===== src/ppi_pkg.sv =====
// ----------------------------------------------------------------------------
// ppi_pkg
// Shared types, constants and helpers for the particle pool integrator.
// ----------------------------------------------------------------------------
`default_nettype none

package ppi_pkg;

    localparam int PARTICLE_SLOTS_DEF = 32;
    localparam int IN_DATA_W          = 240;
    localparam int OUT_DATA_W         = 72;
    localparam int OUT_USER_W         = 2;
    localparam int CFG_DATA_W         = 16;
    localparam int CFG_INDEX_W        = 1;

    // Opcode values carried in the input tuser
    localparam logic OP_SPAWN = 1'b0;
    localparam logic OP_TICK  = 1'b1;

    // Register indexes on the write port
    localparam logic [CFG_INDEX_W-1:0] REG_DAMPING = 1'b0;
    localparam logic [CFG_INDEX_W-1:0] REG_ACTIVE  = 1'b1;

    localparam logic [15:0] DAMP_ONE    = 16'd32768;
    localparam logic [5:0]  ACTIVE_RST  = 6'd32;

    // One pool slot as held in the slot memory
    typedef struct packed {
        logic [31:0] age;
        logic [31:0] life;
        logic [31:0] acc_y;
        logic [31:0] acc_x;
        logic [31:0] vel_y;
        logic [31:0] vel_x;
        logic [31:0] pos_y;
        logic [31:0] pos_x;
    } entry_t;

    // Decoded command from the front end
    typedef struct packed {
        logic        is_tick;
        logic [15:0] dt;
        logic [31:0] life;
        logic [31:0] acc_y;
        logic [31:0] acc_x;
        logic [31:0] vel_y;
        logic [31:0] vel_x;
        logic [31:0] pos_y;
        logic [31:0] pos_x;
    } cmd_t;

    // One result word before packing
    typedef struct packed {
        logic [4:0]  slot;
        logic        alive;
        logic [31:0] px;
        logic [31:0] py;
        logic        full;
        logic        last;
    } res_t;

    typedef enum logic [3:0] {
        ST_IDLE,
        ST_SCAN,
        ST_CHK,
        ST_RD,
        ST_A,
        ST_B,
        ST_C,
        ST_D,
        ST_E,
        ST_EMIT
    } state_t;

    // Saturate a 34-bit signed sum to 32 bits
    function automatic logic [31:0] sat32(input logic signed [33:0] v);
        logic [31:0] r;
        if (v > 34'sh0_7FFF_FFFF)
            r = 32'h7FFF_FFFF;
        else if (v < -34'sh0_8000_0000)
            r = 32'h8000_0000;
        else
            r = v[31:0];
        return r;
    endfunction

endpackage

`default_nettype wire


===== src/ppi_front.sv =====
// ----------------------------------------------------------------------------
// ppi_front
// Accepts input words, decodes them into commands and holds them in a
// two-entry queue for the back end.
// ----------------------------------------------------------------------------
`default_nettype none

module ppi_front
(
    input  wire                                clk,
    input  wire                                rst_n,
    input  wire                                s_tvalid,
    output logic                               s_tready,
    input  wire  [ppi_pkg::IN_DATA_W-1:0]      s_tdata,  // pos_x,pos_y,vel_x,vel_y,acc_x,acc_y,life_span,time_step
    input  wire                                s_tuser,  // opcode
    output logic                               cmd_valid,
    output ppi_pkg::cmd_t                      cmd,
    input  wire                                cmd_pop
);

    ppi_pkg::cmd_t q_reg [2];
    logic          wr_ptr_reg, wr_ptr_next;
    logic          rd_ptr_reg, rd_ptr_next;
    logic [1:0]    cnt_reg, cnt_next;
    ppi_pkg::cmd_t dec;
    logic          push;
    logic          pop;

    // Decode one input word
    always_comb
    begin
        dec.is_tick = (s_tuser == ppi_pkg::OP_TICK);
        dec.pos_x   = s_tdata[31:0];
        dec.pos_y   = s_tdata[63:32];
        dec.vel_x   = s_tdata[95:64];
        dec.vel_y   = s_tdata[127:96];
        dec.acc_x   = s_tdata[159:128];
        dec.acc_y   = s_tdata[191:160];
        dec.life    = s_tdata[223:192];
        dec.dt      = s_tdata[239:224];
    end

    assign s_tready  = (cnt_reg != 2'd2);
    assign push      = s_tvalid && s_tready;
    assign cmd_valid = (cnt_reg != 2'd0);
    assign pop       = cmd_pop && cmd_valid;
    assign cmd       = q_reg[rd_ptr_reg];

    // Queue pointers
    always_comb
    begin
        wr_ptr_next = push ? ~wr_ptr_reg : wr_ptr_reg;
        rd_ptr_next = pop ? ~rd_ptr_reg : rd_ptr_reg;
        cnt_next    = cnt_reg + {1'b0, push} - {1'b0, pop};
    end

    always_ff @(posedge clk or negedge rst_n)
    begin
        if (!rst_n)
        begin
            wr_ptr_reg <= 1'b0;
            rd_ptr_reg <= 1'b0;
            cnt_reg    <= 2'd0;
        end
        else
        begin
            wr_ptr_reg <= wr_ptr_next;
            rd_ptr_reg <= rd_ptr_next;
            cnt_reg    <= cnt_next;
        end
    end

    // Queue storage
    always_ff @(posedge clk)
    begin
        if (push)
        begin
            q_reg[wr_ptr_reg] <= dec;
        end
    end

endmodule

`default_nettype wire


===== config.mk =====
export PLATFORM = sky130hd
export DESIGN_NAME = ppi_front
export DESIGN_NICKNAME = d
export VERILOG_FILES = /design/src/ppi_pkg.sv /design/src/ppi_front.sv
export SDC_FILE = /design/constraint.sdc
export NUM_CORES = 1
export LEC_CHECK = 0
export ABC_AREA = 1
export BUFFER_PORTS_ARGS = -buffer_cell sky130_fd_sc_hd__clkbuf_2
export CAP_MARGIN = 20
export CORE_AREA = 2 2 192 194
export DETAILED_ROUTE_END_ITERATION = 8
export DIE_AREA = 0 0 194 196
export PLACE_DENSITY = 0.78
export SLEW_MARGIN = 20
export SYNTH_ARGS = -nofsm -noshare
export SYNTH_HDL_FRONTEND = slang
export SYNTH_SLANG_ARGS = --single-unit

===== constraint.sdc =====
create_clock -name clk -period 21.6 [get_ports clk]
set_clock_uncertainty 0.15 [all_clocks]
set_input_delay 0 -clock clk [delete_from_list [all_inputs] [get_ports clk]]
set_output_delay 0 -clock clk [all_outputs]
set_load 0.1 [all_outputs]

==> impl_metrics.yaml <==
floorplanning:
  core_area_um2: 36100
  die_w_um: 194
  rows: 70
  start_util_pct: 49.2
  dieArea_um2: 38000
  ios: 488
  dieHeight_um: 196
logic_synthesis:
  yosysTopAreaCellShare_pct: 81.6
  synth.distinct_cells: 12
  synth-seq-area-share_pct: 82.1
  synth_fp_nets: 1537
  synth.area.top_cells: "edfxtp_1 (82%), nand2_1 (16%), buf_4 (0.89%)"
  synth_area_um2: 17700
  yosysWarnings: 0
  netlist.top_cell.by_area: "edfxtp_1"
  postSynthCellCount: 1290
  avgSynthCellArea_um2: 13.8
  ys_ff_latch: 486
worst_setup_path:
  crit_cells: 5
  cpMostUsedCell: "nand2_1"
  worstPathMaxFanout: 154
  critPathKind: "reg -> out"
  slowest_delay_ns: 0.86
  r2r-start: "cnt_reg[1]"
  crit_required_ns: 21.45
  cp_num_buf_inv: 3
  cp-startpoint: "rd_ptr_reg"
  crit_chain: "inv_8, buf_4, nand2_1, nand2_1, clkbuf_2"
  cp_slowest_cell: "buf_4"
  cp_top_family: "buffers and inverters"
  ff2ff_path_depth: 6
  arrival_ns: 4.03
  start_kind: "flop"
  end_kind: "output pin"
cts:
  post_cts_buffers: 0
  clk_latency_ns: 0.55
  clkSlewWorstSetupHoldPaths_ns: 0.07
  cts.sinks: 486
  cts_buffers: 48
  clk_path_buf_depth: 3
  postCtsHoldBufs: 325
  ctsResizeCount: 0
  cts_tree: "built"
  htreeDepth: 2
  cts_root_buf: "clkbuf_16"
worst_hold_path:
  worstHoldStart: "s_tdata[236]"
  hold_depth: 2
  hold_class: "in -> reg"
final_layout:
  drive_above_1_share_pct: 26.3
  num-fill-cells: 2140
  largest_reg_flops: 482
  synthToLayoutAreaGrowth_pct: 42.4
  nets: 2355
global_route:
  grt_use_total_pct: 26.3
  grt_max_degree: 155
  antenna_found_initial: 9
  grt_pass1_vias: 14100
  overflow: 0
  grt_pass1_wl_um: 76900
sta:
  grt_setup_unrepaired: "false"
  worstMarginPinSlew_ns: 1.07
  finalHoldViolations: 0
  max_clock_freq_mhz: 239
  setup_tns_ns: 0
  setup_viol: 0
  period_needed_ns: 4.18
  slew_viol_final: 0
  max-slew-margin-rel_pct: 28.8
  fin_crit_sh_pct: 19.3
route:
  drt_iter0_markers: 971
  drc: 0
  detailedRoute.firstPassIterationCount: 5
  vias: 13300
  wl_per_cell_um: 19.5
  wl_um: 51100
  viasPerCell: 5.08
  detail-route-antenna-nets: 0
outcome:
  outcome: "completed"
placed_design:
  io_buffers: 487
  place_congestion: 0.801
  dp_hpwl_um: 26400
run:
  maxCapViolCount: 0
[routing by layer]
metal / track usage [%] / share of wire (%) / vias up
met5: 0 / 0.025 / -
li1: - / - / 6013
met3: 6.22 / 8.2 / 158
met2: 46.8 / 52 / 777
met1: 29.4 / 35 / 6344
met4: 14.2 / 4.9 / 2
[cell families (layout without fill, tap and decap cells)]
logic type                 after synthesis  count (layout)  share of synthesized area, %
DFF                                    486             486                          82.1
adders and majority gates                2               2                         0.141
buffers and inverters                   62             911                          2.05
and+or+nand+nor                        740             740                          15.7
other                                    0               9                             0
[final timing paths]
path / to / slack (ns)
setup / recovery: cmd[192] / 17.42
hold / removal: q_reg[1][236] / 0.01
setup reg to reg: q_reg[1][152] / 18.02
hold reg to reg: wr_ptr_reg / 0.36
max in group asynchronous: rd_ptr_reg / 20.87
min in group asynchronous: cnt_reg[0] / 0.23
[cells in the mapped netlist (all sizes together)]
master  instances
dfrtp           4
clkbuf          3
inv             9
nand2         736
ha              2
buf            50
edfxtp        482
nor2            1
nand3           3
[cells in the final DEF (no fill, tap or decap)]
| master | synthesis | final |
|---|---|---|
| buf_12 | 0 | 1 |
| buf_4 | 21 | 8 |
| bufinv_16 | 0 | 2 |
| clkbuf_1 | 3 | 11 |
| clkbuf_16 | 0 | 49 |
| clkbuf_2 | 0 | 487 |
| clkbuf_8 | 0 | 2 |
| clkinv_1 | 0 | 8 |
| clkinv_2 | 0 | 6 |
| clkinvlp_4 | 0 | 1 |
| dfrtp_1 | 4 | 3 |
| dfrtp_4 | 0 | 1 |
| diode_2 | 0 | 9 |
| dlygate4sd3_1 | 0 | 325 |
| edfxtp_1 | 482 | 482 |
| ha_1 | 2 | 2 |
| inv_1 | 8 | 7 |
| inv_6 | 0 | 2 |
| inv_8 | 0 | 2 |
| nand2_1 | 736 | 736 |
| nand3_1 | 3 | 3 |
| nor2_4 | 0 | 1 |
[final cells by class]
cell class | instances | area, µm² | area share (%)
Antenna cell | 9 | 22.5 | 0.0892
Clock buffer | 62 | 1290 | 5.13
Clock inverter | 19 | 145 | 0.575
Inverter | 9 | 48.8 | 0.193
Multi-Input combinational cell | 742 | 2810 | 11.1
Sequential cell | 486 | 14600 | 57.7
Tap cell | 468 | 586 | 2.32
Timing Repair Buffer | 821 | 5770 | 22.8
[per-stage QoR]
stage                     instances  instance area (µm²)  utilization (%)  setup slack, ns  hold slack (ns)
after global placement         2200                20500             56.9            17.81           -0.336
after CTS                      2606                25200             69.9            17.41         0.000562
final                          2616                25300             70.0            17.42           0.0123
after floorplan                1290                17700                -             9.29           -0.446
after global routing           2614                25300             70.0            17.23          0.00666
after detailed placement       2200                20500             56.9            17.79           -0.334
Power is left out: the tool's default activity adds up to more than one toggle a clock period on the data nets, which glitch-free logic cannot reach.
